--- config.mk ---
export PLATFORM = sky130hd
export DESIGN_NAME = format_directive_parser_top
export DESIGN_NICKNAME = d
export VERILOG_FILES = /design/src/rtl/fdp_pkg.sv /design/src/rtl/fdp_parse.sv /design/src/rtl/fdp_out_queue.sv /design/src/rtl/format_directive_parser_top.sv
export SDC_FILE = /design/constraint.sdc
export NUM_CORES = 1
export LEC_CHECK = 0
export BUFFER_PORTS_ARGS = -buffer_cell sky130_fd_sc_hd__buf_2
export CELL_PAD_IN_SITES_DETAIL_PLACEMENT = 0
export CELL_PAD_IN_SITES_GLOBAL_PLACEMENT = 1
export CORE_ASPECT_RATIO = 0.7
export CORE_MARGIN = 2
export CORE_UTILIZATION = 52
export DETAILED_ROUTE_END_ITERATION = 10
export GPL_TIMING_DRIVEN = 0
export PLACE_DENSITY_LB_ADDON = 0.05
export SYNTH_ARGS = -nofsm -noshare
export SYNTH_HDL_FRONTEND = slang
export SYNTH_HIERARCHICAL = 1
export SYNTH_SLANG_ARGS = --single-unit
--- constraint.sdc ---
create_clock -name clk -period 9.4 [get_ports clk]
set_input_delay 0.47 -clock clk [delete_from_list [all_inputs] [get_ports clk]]
set_output_delay 0.47 -clock clk [all_outputs]
set_load 0.05 [all_outputs]
--- src/rtl/fdp_pkg.sv ---
// Shared types and constants for the format directive parser.
// Depends on nothing; every other file refers to it by scoped names.
package fdp_pkg;

    // Operation kinds carried in op_kind.
    localparam logic [3:0] KIND_LIT    = 4'd0;
    localparam logic [3:0] KIND_S      = 4'd1;
    localparam logic [3:0] KIND_D      = 4'd2;
    localparam logic [3:0] KIND_F      = 4'd3;
    localparam logic [3:0] KIND_E      = 4'd4;
    localparam logic [3:0] KIND_B      = 4'd5;
    localparam logic [3:0] KIND_O      = 4'd6;
    localparam logic [3:0] KIND_XL     = 4'd7;
    localparam logic [3:0] KIND_XU     = 4'd8;
    localparam logic [3:0] KIND_STATUS = 4'd9;
    localparam logic [3:0] KIND_NONE   = 4'd0;

    // Status codes carried in status_code.
    localparam logic [2:0] ST_OK        = 3'd0;
    localparam logic [2:0] ST_UNEXP_END = 3'd1;
    localparam logic [2:0] ST_NO_PREC   = 3'd2;
    localparam logic [2:0] ST_CONVERT   = 3'd3;
    localparam logic [2:0] ST_TOO_LARGE = 3'd4;
    localparam logic [2:0] ST_BAD_TYPE  = 3'd5;

    // Characters of interest.
    localparam logic [7:0] CH_PERCENT = 8'h25;
    localparam logic [7:0] CH_DOT     = 8'h2E;
    localparam logic [7:0] CH_ZERO    = 8'h30;
    localparam logic [7:0] CH_NINE    = 8'h39;
    localparam logic [7:0] CH_S       = 8'h73;
    localparam logic [7:0] CH_D       = 8'h64;
    localparam logic [7:0] CH_F       = 8'h66;
    localparam logic [7:0] CH_E       = 8'h65;
    localparam logic [7:0] CH_B       = 8'h62;
    localparam logic [7:0] CH_O       = 8'h6F;
    localparam logic [7:0] CH_XL      = 8'h78;
    localparam logic [7:0] CH_XU      = 8'h58;

    localparam logic [30:0] INT_LIMIT = 31'h7FFF_FFFF;
    localparam logic [15:0] MAX_PREC_RESET = 16'd1000;

    // Result queue geometry.
    localparam int Q_DEPTH = 4;
    localparam int Q_PTR_W = 2;
    localparam int Q_CNT_W = 3;

    typedef enum logic [4:0] {
        PH_LIT = 5'b00001,
        PH_PCT = 5'b00010,
        PH_DOT = 5'b00100,
        PH_DIG = 5'b01000,
        PH_ERR = 5'b10000
    } phase_t;

    typedef struct packed {
        logic [3:0]  kind;
        logic [15:0] offset;
        logic [16:0] length;
        logic        has_prec;
        logic [15:0] prec_val;
        logic [2:0]  status;
        logic [7:0]  bad_byte;
        logic        eos;
    } result_t;

    function automatic logic [3:0] classify(input logic [7:0] c);
        logic [3:0] k;
        case (c)
            CH_S:    k = KIND_S;
            CH_D:    k = KIND_D;
            CH_F:    k = KIND_F;
            CH_E:    k = KIND_E;
            CH_B:    k = KIND_B;
            CH_O:    k = KIND_O;
            CH_XL:   k = KIND_XL;
            CH_XU:   k = KIND_XU;
            default: k = KIND_NONE;
        endcase
        return k;
    endfunction

endpackage

--- src/rtl/fdp_parse.sv ---
// Parser state and per-byte decode: from one registered byte it forms up to two
// result items. Depends on fdp_pkg.
module fdp_parse #(
    parameter int MAX_STRING_BYTES = 65536
) (
    input  logic              clk,
    input  logic              rst_n,
    input  logic              fire,
    input  logic [7:0]        byte_in,
    input  logic              last_in,
    input  logic [15:0]       max_prec,
    output fdp_pkg::result_t  res0,
    output fdp_pkg::result_t  res1,
    output logic [1:0]        res_count
);

    localparam int POS_W = (MAX_STRING_BYTES > 2) ? $clog2(MAX_STRING_BYTES) : 1;
    localparam int LEN_W = $clog2(MAX_STRING_BYTES + 1);
    localparam logic [POS_W-1:0] POS_LAST = POS_W'(MAX_STRING_BYTES - 1);
    localparam logic [LEN_W-1:0] LEN_MAX  = LEN_W'(MAX_STRING_BYTES);

    fdp_pkg::phase_t phase_reg, phase_next;
    logic [POS_W-1:0] pos_reg, pos_next;
    logic [POS_W-1:0] run_start_reg, run_start_next;
    logic [LEN_W-1:0] run_len_reg, run_len_next;
    logic [POS_W-1:0] dstart_reg, dstart_next;
    logic [30:0]      acc_reg, acc_next;
    logic             ovf_reg, ovf_next;
    logic [2:0]       err_reg, err_next;
    logic [7:0]       errb_reg, errb_next;

    logic             a_valid;
    fdp_pkg::result_t a_item, st_item;
    logic [3:0]       kind;
    logic             is_digit;
    logic [34:0]      acc_mul;
    logic [LEN_W-1:0] dir_len;

    always_comb
    begin
        kind     = fdp_pkg::classify(byte_in);
        is_digit = (byte_in >= fdp_pkg::CH_ZERO) && (byte_in <= fdp_pkg::CH_NINE);
        acc_mul  = {1'b0, acc_reg, 3'b000} + {3'b000, acc_reg, 1'b0}
                 + {31'd0, 4'(byte_in - fdp_pkg::CH_ZERO)};
        dir_len  = LEN_W'(pos_reg) - LEN_W'(dstart_reg) + LEN_W'(1);

        phase_next     = phase_reg;
        run_start_next = run_start_reg;
        run_len_next   = run_len_reg;
        dstart_next    = dstart_reg;
        acc_next       = acc_reg;
        ovf_next       = ovf_reg;
        err_next       = err_reg;
        errb_next      = errb_reg;
        a_valid        = 1'b0;
        a_item         = '0;

        unique case (phase_reg) inside
            fdp_pkg::PH_LIT:
            begin
                if (byte_in != fdp_pkg::CH_PERCENT)
                begin
                    if (run_len_reg == '0)
                    begin
                        run_start_next = pos_reg;
                        run_len_next   = LEN_W'(1);
                    end
                    else if (run_len_reg < LEN_MAX)
                    begin
                        run_len_next = run_len_reg + LEN_W'(1);
                    end
                    if (last_in)
                    begin
                        a_valid       = 1'b1;
                        a_item.kind   = fdp_pkg::KIND_LIT;
                        a_item.offset = 16'(run_start_next);
                        a_item.length = 17'(run_len_next);
                    end
                end
                else
                begin
                    if (run_len_reg != '0)
                    begin
                        a_valid       = 1'b1;
                        a_item.kind   = fdp_pkg::KIND_LIT;
                        a_item.offset = 16'(run_start_reg);
                        a_item.length = 17'(run_len_reg);
                    end
                    run_len_next = '0;
                    dstart_next  = pos_reg;
                    phase_next   = fdp_pkg::PH_PCT;
                    if (last_in)
                    begin
                        err_next   = fdp_pkg::ST_UNEXP_END;
                        errb_next  = 8'd0;
                        phase_next = fdp_pkg::PH_ERR;
                    end
                end
            end
            fdp_pkg::PH_PCT:
            begin
                if (byte_in == fdp_pkg::CH_PERCENT)
                begin
                    // The second percent opens a fresh literal span.
                    run_start_next = pos_reg;
                    run_len_next   = LEN_W'(1);
                    phase_next     = fdp_pkg::PH_LIT;
                    if (last_in)
                    begin
                        a_valid       = 1'b1;
                        a_item.kind   = fdp_pkg::KIND_LIT;
                        a_item.offset = 16'(pos_reg);
                        a_item.length = 17'd1;
                    end
                end
                else if (byte_in == fdp_pkg::CH_DOT)
                begin
                    acc_next   = '0;
                    ovf_next   = 1'b0;
                    phase_next = fdp_pkg::PH_DOT;
                    if (last_in)
                    begin
                        err_next   = fdp_pkg::ST_NO_PREC;
                        errb_next  = 8'd0;
                        phase_next = fdp_pkg::PH_ERR;
                    end
                end
                else if (kind == fdp_pkg::KIND_NONE)
                begin
                    err_next   = fdp_pkg::ST_BAD_TYPE;
                    errb_next  = byte_in;
                    phase_next = fdp_pkg::PH_ERR;
                end
                else
                begin
                    a_valid       = 1'b1;
                    a_item.kind   = kind;
                    a_item.offset = 16'(dstart_reg);
                    a_item.length = 17'(dir_len);
                    phase_next    = fdp_pkg::PH_LIT;
                end
            end
            fdp_pkg::PH_DOT, fdp_pkg::PH_DIG:
            begin
                if (is_digit)
                begin
                    // Saturating precision accumulate; overflow is remembered.
                    if (acc_mul > {4'd0, fdp_pkg::INT_LIMIT})
                    begin
                        ovf_next = 1'b1;
                        acc_next = fdp_pkg::INT_LIMIT;
                    end
                    else
                    begin
                        acc_next = acc_mul[30:0];
                    end
                    phase_next = fdp_pkg::PH_DIG;
                    if (last_in)
                    begin
                        err_next   = fdp_pkg::ST_NO_PREC;
                        errb_next  = 8'd0;
                        phase_next = fdp_pkg::PH_ERR;
                    end
                end
                else if (phase_reg == fdp_pkg::PH_DOT)
                begin
                    err_next   = fdp_pkg::ST_NO_PREC;
                    errb_next  = 8'd0;
                    phase_next = fdp_pkg::PH_ERR;
                end
                else if (ovf_reg)
                begin
                    err_next   = fdp_pkg::ST_CONVERT;
                    errb_next  = 8'd0;
                    phase_next = fdp_pkg::PH_ERR;
                end
                else if (acc_reg > {15'd0, max_prec})
                begin
                    err_next   = fdp_pkg::ST_TOO_LARGE;
                    errb_next  = 8'd0;
                    phase_next = fdp_pkg::PH_ERR;
                end
                else if (kind == fdp_pkg::KIND_NONE)
                begin
                    err_next   = fdp_pkg::ST_BAD_TYPE;
                    errb_next  = byte_in;
                    phase_next = fdp_pkg::PH_ERR;
                end
                else
                begin
                    a_valid       = 1'b1;
                    a_item.kind   = kind;
                    a_item.offset = 16'(dstart_reg);
                    a_item.length = 17'(dir_len);
                    if (kind == fdp_pkg::KIND_F || kind == fdp_pkg::KIND_E)
                    begin
                        a_item.has_prec = 1'b1;
                        a_item.prec_val = acc_reg[15:0];
                    end
                    phase_next = fdp_pkg::PH_LIT;
                end
            end
            fdp_pkg::PH_ERR:
            begin
                phase_next = fdp_pkg::PH_ERR;
            end
            default:
            begin
                phase_next = fdp_pkg::PH_ERR;
            end
        endcase

        st_item      = '0;
        st_item.kind = fdp_pkg::KIND_STATUS;
        st_item.eos  = 1'b1;
        if (phase_next == fdp_pkg::PH_ERR)
        begin
            st_item.status   = err_next;
            st_item.bad_byte = errb_next;
        end

        pos_next = pos_reg;
        if (last_in)
        begin
            // The string is closed: all parser state starts over.
            phase_next     = fdp_pkg::PH_LIT;
            pos_next       = '0;
            run_start_next = '0;
            run_len_next   = '0;
            dstart_next    = '0;
            acc_next       = '0;
            ovf_next       = 1'b0;
            err_next       = fdp_pkg::ST_OK;
            errb_next      = 8'd0;
        end
        else if (pos_reg < POS_LAST)
        begin
            pos_next = pos_reg + POS_W'(1);
        end

        if (a_valid)
        begin
            res0 = a_item;
        end
        else
        begin
            res0 = st_item;
        end
        res1 = st_item;
        if (!fire)
        begin
            res_count = 2'd0;
        end
        else
        begin
            res_count = {1'b0, a_valid} + {1'b0, last_in};
        end
    end

    always_ff @(posedge clk or negedge rst_n)
    begin
        if (!rst_n)
        begin
            phase_reg     <= fdp_pkg::PH_LIT;
            pos_reg       <= '0;
            run_start_reg <= '0;
            run_len_reg   <= '0;
            dstart_reg    <= '0;
            acc_reg       <= '0;
            ovf_reg       <= 1'b0;
            err_reg       <= fdp_pkg::ST_OK;
            errb_reg      <= 8'd0;
        end
        else if (fire)
        begin
            phase_reg     <= phase_next;
            pos_reg       <= pos_next;
            run_start_reg <= run_start_next;
            run_len_reg   <= run_len_next;
            dstart_reg    <= dstart_next;
            acc_reg       <= acc_next;
            ovf_reg       <= ovf_next;
            err_reg       <= err_next;
            errb_reg      <= errb_next;
        end
    end

endmodule

--- src/rtl/fdp_out_queue.sv ---
// Small result queue: takes up to two items a cycle, gives one a cycle while out_ready is high.
// Depends on fdp_pkg.
module fdp_out_queue (
    input  logic              clk,
    input  logic              rst_n,
    input  logic [1:0]        push_count,
    input  fdp_pkg::result_t  push0,
    input  fdp_pkg::result_t  push1,
    output logic              room2,
    output logic              out_valid,
    input  logic              out_ready,
    output fdp_pkg::result_t  head
);

    fdp_pkg::result_t mem_reg [fdp_pkg::Q_DEPTH];
    logic [fdp_pkg::Q_PTR_W-1:0] wr_ptr_reg, wr_ptr_next;
    logic [fdp_pkg::Q_PTR_W-1:0] rd_ptr_reg, rd_ptr_next;
    logic [fdp_pkg::Q_CNT_W-1:0] count_reg, count_next;
    logic                        pop;
    logic [fdp_pkg::Q_CNT_W-1:0] free_after;

    always_comb
    begin
        pop         = out_valid && out_ready;
        free_after  = fdp_pkg::Q_CNT_W'(fdp_pkg::Q_DEPTH) - count_reg
                    + fdp_pkg::Q_CNT_W'(pop);
        room2       = free_after >= fdp_pkg::Q_CNT_W'(2);
        wr_ptr_next = wr_ptr_reg + fdp_pkg::Q_PTR_W'(push_count);
        rd_ptr_next = rd_ptr_reg + fdp_pkg::Q_PTR_W'(pop);
        count_next  = count_reg + fdp_pkg::Q_CNT_W'(push_count)
                    - fdp_pkg::Q_CNT_W'(pop);
        out_valid   = count_reg != '0;
        head        = mem_reg[rd_ptr_reg];
    end

    always_ff @(posedge clk or negedge rst_n)
    begin
        if (!rst_n)
        begin
            wr_ptr_reg <= '0;
            rd_ptr_reg <= '0;
            count_reg  <= '0;
        end
        else
        begin
            wr_ptr_reg <= wr_ptr_next;
            rd_ptr_reg <= rd_ptr_next;
            count_reg  <= count_next;
        end
    end

    always_ff @(posedge clk)
    begin
        if (push_count != 2'd0)
        begin
            mem_reg[wr_ptr_reg] <= push0;
        end
        if (push_count == 2'd2)
        begin
            mem_reg[wr_ptr_reg + fdp_pkg::Q_PTR_W'(1)] <= push1;
        end
    end

endmodule

--- src/rtl/format_directive_parser_top.sv ---
// Top level of the format directive parser: input register, parser, result queue.
// Depends on fdp_pkg, fdp_parse and fdp_out_queue.
//
//   channel | handshake             | payload
//   --------+-----------------------+----------------------------------------------
//   input   | in_valid / in_ready   | byte_value, is_last
//   output  | out_valid / out_ready | op_kind .. end_of_string
//   config  | cfg_valid / cfg_ready | max_precision
//
// A byte is taken every cycle while the input register is empty or advancing. It is
// decoded from the input register, and its results enter the queue when the register
// advances; the queue then offers the first result on the output port.
// A byte makes up to two results, and the one-item-a-cycle output port then sets
// the sustained rate. The input register stalls while the queue lacks room for two.
// Reset clears the parser state, the queue and max_precision (to 1000).
module format_directive_parser_top #(
    parameter int MAX_STRING_BYTES = 65536
) (
    input  logic        clk,
    input  logic        rst_n,
    input  logic        in_valid,
    output logic        in_ready,
    input  logic [7:0]  byte_value,
    input  logic        is_last,
    output logic        out_valid,
    input  logic        out_ready,
    output logic [3:0]  op_kind,
    output logic [15:0] op_offset,
    output logic [16:0] op_length,
    output logic        has_precision,
    output logic [15:0] precision_value,
    output logic [2:0]  status_code,
    output logic [7:0]  bad_type_byte,
    output logic        end_of_string,
    input  logic        cfg_valid,
    output logic        cfg_ready,
    input  logic [15:0] max_precision
);

    logic             s1_valid_reg;
    logic [7:0]       s1_byte_reg;
    logic             s1_last_reg;
    logic [15:0]      max_prec_reg;
    logic             room2;
    logic             advance;
    logic [1:0]       res_count;
    fdp_pkg::result_t res0, res1, head;

    assign advance   = s1_valid_reg && room2;
    assign in_ready  = !s1_valid_reg || advance;
    assign cfg_ready = 1'b1;

    always_ff @(posedge clk or negedge rst_n)
    begin
        if (!rst_n)
        begin
            s1_valid_reg <= 1'b0;
            max_prec_reg <= fdp_pkg::MAX_PREC_RESET;
        end
        else
        begin
            if (in_ready)
            begin
                s1_valid_reg <= in_valid;
            end
            if (cfg_valid)
            begin
                max_prec_reg <= max_precision;
            end
        end
    end

    always_ff @(posedge clk)
    begin
        if (in_valid && in_ready)
        begin
            s1_byte_reg <= byte_value;
            s1_last_reg <= is_last;
        end
    end

    fdp_parse #(
        .MAX_STRING_BYTES(MAX_STRING_BYTES)
    ) u_parse (
        .clk       (clk),
        .rst_n     (rst_n),
        .fire      (advance),
        .byte_in   (s1_byte_reg),
        .last_in   (s1_last_reg),
        .max_prec  (max_prec_reg),
        .res0      (res0),
        .res1      (res1),
        .res_count (res_count)
    );

    fdp_out_queue u_queue (
        .clk        (clk),
        .rst_n      (rst_n),
        .push_count (res_count),
        .push0      (res0),
        .push1      (res1),
        .room2      (room2),
        .out_valid  (out_valid),
        .out_ready  (out_ready),
        .head       (head)
    );

    assign op_kind         = head.kind;
    assign op_offset       = head.offset;
    assign op_length       = head.length;
    assign has_precision   = head.has_prec;
    assign precision_value = head.prec_val;
    assign status_code     = head.status;
    assign bad_type_byte   = head.bad_byte;
    assign end_of_string   = head.eos;

endmodule

======== Word level (Yosys, flattened, before mapping) ========
Memory sizes are Yosys's and may differ from the RTL's.
Index checks and enable logic that the tools add are counted.
operators by class
  add/subtract/negate cells ............... 15
  magnitude comparators ................... 7
  equality and inequality tests ........... 26
  multiplexer cells ....................... 98
  reductions and logical operators ........ 23
operators by type and width
  kind                                                                                number
  54-bit two-way mux                                                                  5
  31-bit two-way mux                                                                  5
  37-bit two-way mux                                                                  4
  16-bit two-way mux                                                                  9
  17-bit two-way mux                                                                  7
  37-bit case mux with 3 select lines                                                 1
  33-bit two-way mux                                                                  3
  8-bit two-way mux                                                                   10
  66-bit two-way mux                                                                  1
  8-bit by 7-bit equality test with 1-bit output (second input constant)              8
  31-bit case mux with 2 select lines                                                 1
  5-bit two-way mux                                                                   12
  34-bit by 32-bit adder with 35-bit output                                           1
  35-bit by 4-bit adder with 35-bit output                                            1
  35-bit by 31-bit greater-than comparator with 1-bit output (second input constant)  1
  17-bit by 1-bit adder with 17-bit output (second input constant)                    2
  17-bit case mux with 2 select lines                                                 1
  3-bit two-way mux                                                                   11
  16-bit case mux with 2 select lines                                                 1
  4-bit case mux with 8 select lines                                                  1
  31-bit by 16-bit greater-than comparator with 1-bit output                          1
  8-bit case mux with 3 select lines                                                  1
  1-bit two-way mux                                                                   19
  17-bit zero test                                                                    1
  other kinds (48)                                                                    62
word-level totals
  bits in registers ....................... 146
  bits in writable memories ............... 264
  logic and storage cells ................. 186
  memories kept ........................... 1
memories
  name             words  bits a word  rd ports  clocked after memory_dff  wr ports  line                 source
  u_queue.mem_reg  4      66           1         0                         2         fdp_out_queue.sv:15  fdp_pkg::result_t mem_reg [fdp_pkg::Q_DEPTH];

======== Longest topological paths before layout ========
  word-level depth ........................ 14
  gate-level depth with buffers ........... 19
  depth with buffers taken out ............ 18

======== Modules after synthesis ========
Netlist, hierarchy kept.
by module, submodules not included
  module                       times used  cells each  area an instance (um2)  seq. area each (um2)
  fdp_out_queue                1           681         13460.4                 8102.8
  fdp_parse                    1           1351        10699.0                 2829.0
  format_directive_parser_top  1           50          988.4                   703.2

======== Least setup slack after synthesis ========
OpenSTA, ideal clock, no wires.
  path kind ............................... reg-to-reg
  start point ............................. register u_queue/count_reg[2] (netlist bit)
  end point ............................... memory u_queue/mem_reg[0][0] (netlist bit) (enable)
  library setup time ...................... 587 ps
  arrival time ............................ 7801 ps
  setup slack ............................. 1011 ps
  stages on the path, launching flop included .. 14
  buffers on the path ..................... 2
  cells stage by stage .................... dfrtp_1 > or3_1 > nand2_1 > ha_1 > inv_1 > ha_1 > xnor2_1 > nand2b_1 > and2_1 > clkbuf_1 > clkbuf_1 > and2_1 > nor2_1 > o31ai_1
RTL lines
  element                 line                 source
  start, declared         fdp_out_queue.sv:18  logic [fdp_pkg::Q_CNT_W-1:0] count_reg, count_next;
  start signal, assigned  fdp_out_queue.sv:48  count_reg <= count_next;
  end, declared           fdp_out_queue.sv:15

==> flow_summary.ini <==
[sta]
slew_viol_final = 0
fin_worst_skew_ns = 0.0211
hold_ws_ns = 0.0747
rsz0062_at_grt = false
finalSetupViolCount = 0
fmax_mhz = 171
slew_headroom_pct = 26.5
hold_violations = 0
period_needed_ns = 5.86
fin_crit_sh_pct = 62.3
worstMarginPinSlew_ns = 1.10
tns_ns = 0

[critical_path]
startpoint = max_prec_reg[8]
cp_slowest_cell = nand4b_1
crit_family = simple AND/OR/NAND/NOR gates
worst_r2r_path_depth = 19
cp_max_fo = 15
endpoint_kind = flip-flop
max_stage_delay_ns = 0.60
critPathCapture = u_queue/mem_reg[0][28]
critPathRequiredTime_ns = 9.66
startpoint_type = flip-flop
rrSetupSlack_ns = 3.54
crit_cells = 19
path_class = reg2reg
cp_data_arrival_time_ns = 6.12
worstReg2RegStart = max_prec_reg[8]
worstPathCellList = inv_1 -> ha_1 -> a21o_1 -> a21o_1 -> a21oi_1 -> o211ai_1 -> o21ai_2 -> and2_1 -> nand3_1 -> nand3_1 -> ha_1 -> and2_1 -> nand4b_1 -> buf_2 -> buf_6 -> o31ai_4 -> buf_16 -> buf_8 -> buf_16
worst-path-buf-inv = 6
r2r_end = u_queue/mem_reg[0][28]

[global_route]
grtUsageMet2_pct = 38.7
grt_pass1_vias = 17000
met1_usage_pct = 41.5
grt_start_max_net_pins = 74
grtUsageTotal_pct = 26.3
antenna_found_initial = 0
grtUsageMet3_pct = 3.64
grt-busiest-layer = met1
grt_pass1_wl_mm = 101
grt_overflow = 0

[place]
hpwlAfterDp_mm = 47.3
dpl.cell_count = 2864
io_buffer_count = 96
gp_congestion = 0.883

[synth]
ys_warn_count = 6
syn_inst = 2082
synth_area_per_cell_um2 = 12.1
yosysSeqAreaShare_pct = 46.3
ys_top_cells_by_count = edfxtp_1, mux2_2, nand2_1, o21ai_0, dfrtp_1
synth_ff_type = edfxtp_1
async_flop_share_pct = 33.4
ys_seq_elements = 410
syn_area_um2 = 25100
ys_types = 88
synth_area_leaders = edfxtp_1, dfrtp_1, mux2_2
synth_top_area_share_pct = 32.6
synth_largest_area_cell = edfxtp_1
synth_edf_count = 273
synth_most_common_cell = edfxtp_1

[detailed_routing]
drtIter0Drc = 1607
wl_per_cell_um = 22.2
drc_errors = 0
vias_per_cell = 5.90
drtPass1Iterations = 5
antenna_left = 0
wl_mm = 65.4
vias = 17400

[pwr]
total_power_mw = 8.05
static-leakage-power_nw = 11.9
ir_worst_vdd_mv = 0.271
p_per_area_nw_per_um2 = 284

[die]
dieArea_um2 = 50200
core_um2 = 47800
fp.dieW_um = 267
initial_utilization_pct = 52.6
rows = 67
io_pins = 99
die_h_um = 188

[clocking]
numCtsBuffers = 44
clkLatencyLatePin_ns = 0.57
cts-resized-gates = 0
clk_root_buffer_cell = clkbuf_16
cts.sinks = 410
clockBufferDepth = 3
cts_tree = yes
path_clk_slew_ns = 0.06
htree_levels = 2

[final_layout]
stdcell_count = 2946
area_growth_pct = 12.7
largest_reg_flops = 264
layout.nets = 2443
antenna_cells = 0
layout-drive-gt1-share_pct = 26.8

[min_path]
hold_start = byte_value[7]
min_path_type = in2reg

[job]
drv_cap = 0

[status]
status = finished clean
-- worst min-delay path by stage --
stage                                  endpoint  cells past startpoint
after global routing             s1_byte_reg[7]                      1
after CTS                        s1_byte_reg[7]                      1
after global placement    u_parse/dstart_reg[4]                      2
after floorplan                 max_prec_reg[0]                      0
final                            s1_byte_reg[7]                      1
after detailed placement  u_parse/dstart_reg[8]                      2
-- per-layer routing --
metal	part of all wire, %	up-vias
met4	1.4	0
met5	0	-
met2	43	491
met3	6.0	75
li1	-	8115
met1	50	8688
-- placed cells by master (no fill, tap or decap), types with 7 or more instances in the layout --
cell         n
edfxtp_1   273
mux2_2     165
nand2_1    162
o21ai_0    142
dfrtp_1    130
buf_2      124
ha_1       119
nor2_1      98
mux2_4      79
inv_1       78
clkbuf_1    71
mux4_2      66
buf_4       62
a21oi_1     61
conb_1      56
a22oi_1     48
clkbuf_16   45
mux2_1      40
xnor2_1     36
nand3_1     32
nor3_1      31
nand2b_1    28
and2_1      26
a21o_1      26
xor2_1      26
buf_6       20
a22o_1      19
nand4_1     16
o22ai_1     16
nor2b_1     15
and3_1      15
nor4_1      11
o31ai_1      9
or3_1        8
a32oi_1      8
buf_12       7
dfstp_2      7
o21a_1       7
o211ai_1     7
-- power breakdown --
part	leakage, nW	internal, mW	switching, mW	total [mW]
logic	6.84	1.24	2.43	3.66
registers	4.40	2.48	0.153	2.64
clock network	0.687	1.02	0.733	1.76
-- what timing repair did --
action                    4_1_cts  5_1_grt
hold endpoints to repair       43        0
buffers inserted                0        0
hold buffers                    1        0
-- cell families after synthesis --
group / after synthesis / share of synthesized area [%]
buffers and inverters: 251 / 5.46
adder cells (fa/ha/maj): 123 / 6.24
AND/OR/NAND/NOR: 472 / 9.22
multiplexers: 355 / 20.0
flip-flops: 410 / 46.3
other: 3 / 0.0448
AO/OA/AOI/OAI: 406 / 10.6
XOR/XNOR: 62 / 2.16
-- metrics by stage --
step	setup slack [ns]	instance area (um^2)	utilization, %
final	3.54	28300	59.3
after global placement	-3.83	26600	55.7
after CTS	3.59	28300	59.3
after floorplan	1.01	25300	-
after detailed placement	3.60	26900	56.3
after global routing	3.28	28300	59.3
-- layout make-up --
cell class | instances | area, um^2
Inverter | 78 | 293
Clock buffer | 61 | 1190
Multi-Input combinational cell | 1474 | 12400
Clock inverter | 20 | 235
Buffer | 173 | 1080
Tap cell | 621 | 777
Timing Repair Buffer | 109 | 757
Sequential cell | 410 | 11600
Fill cell | 3911 | 19400
(Power assumes the default switching activity.)
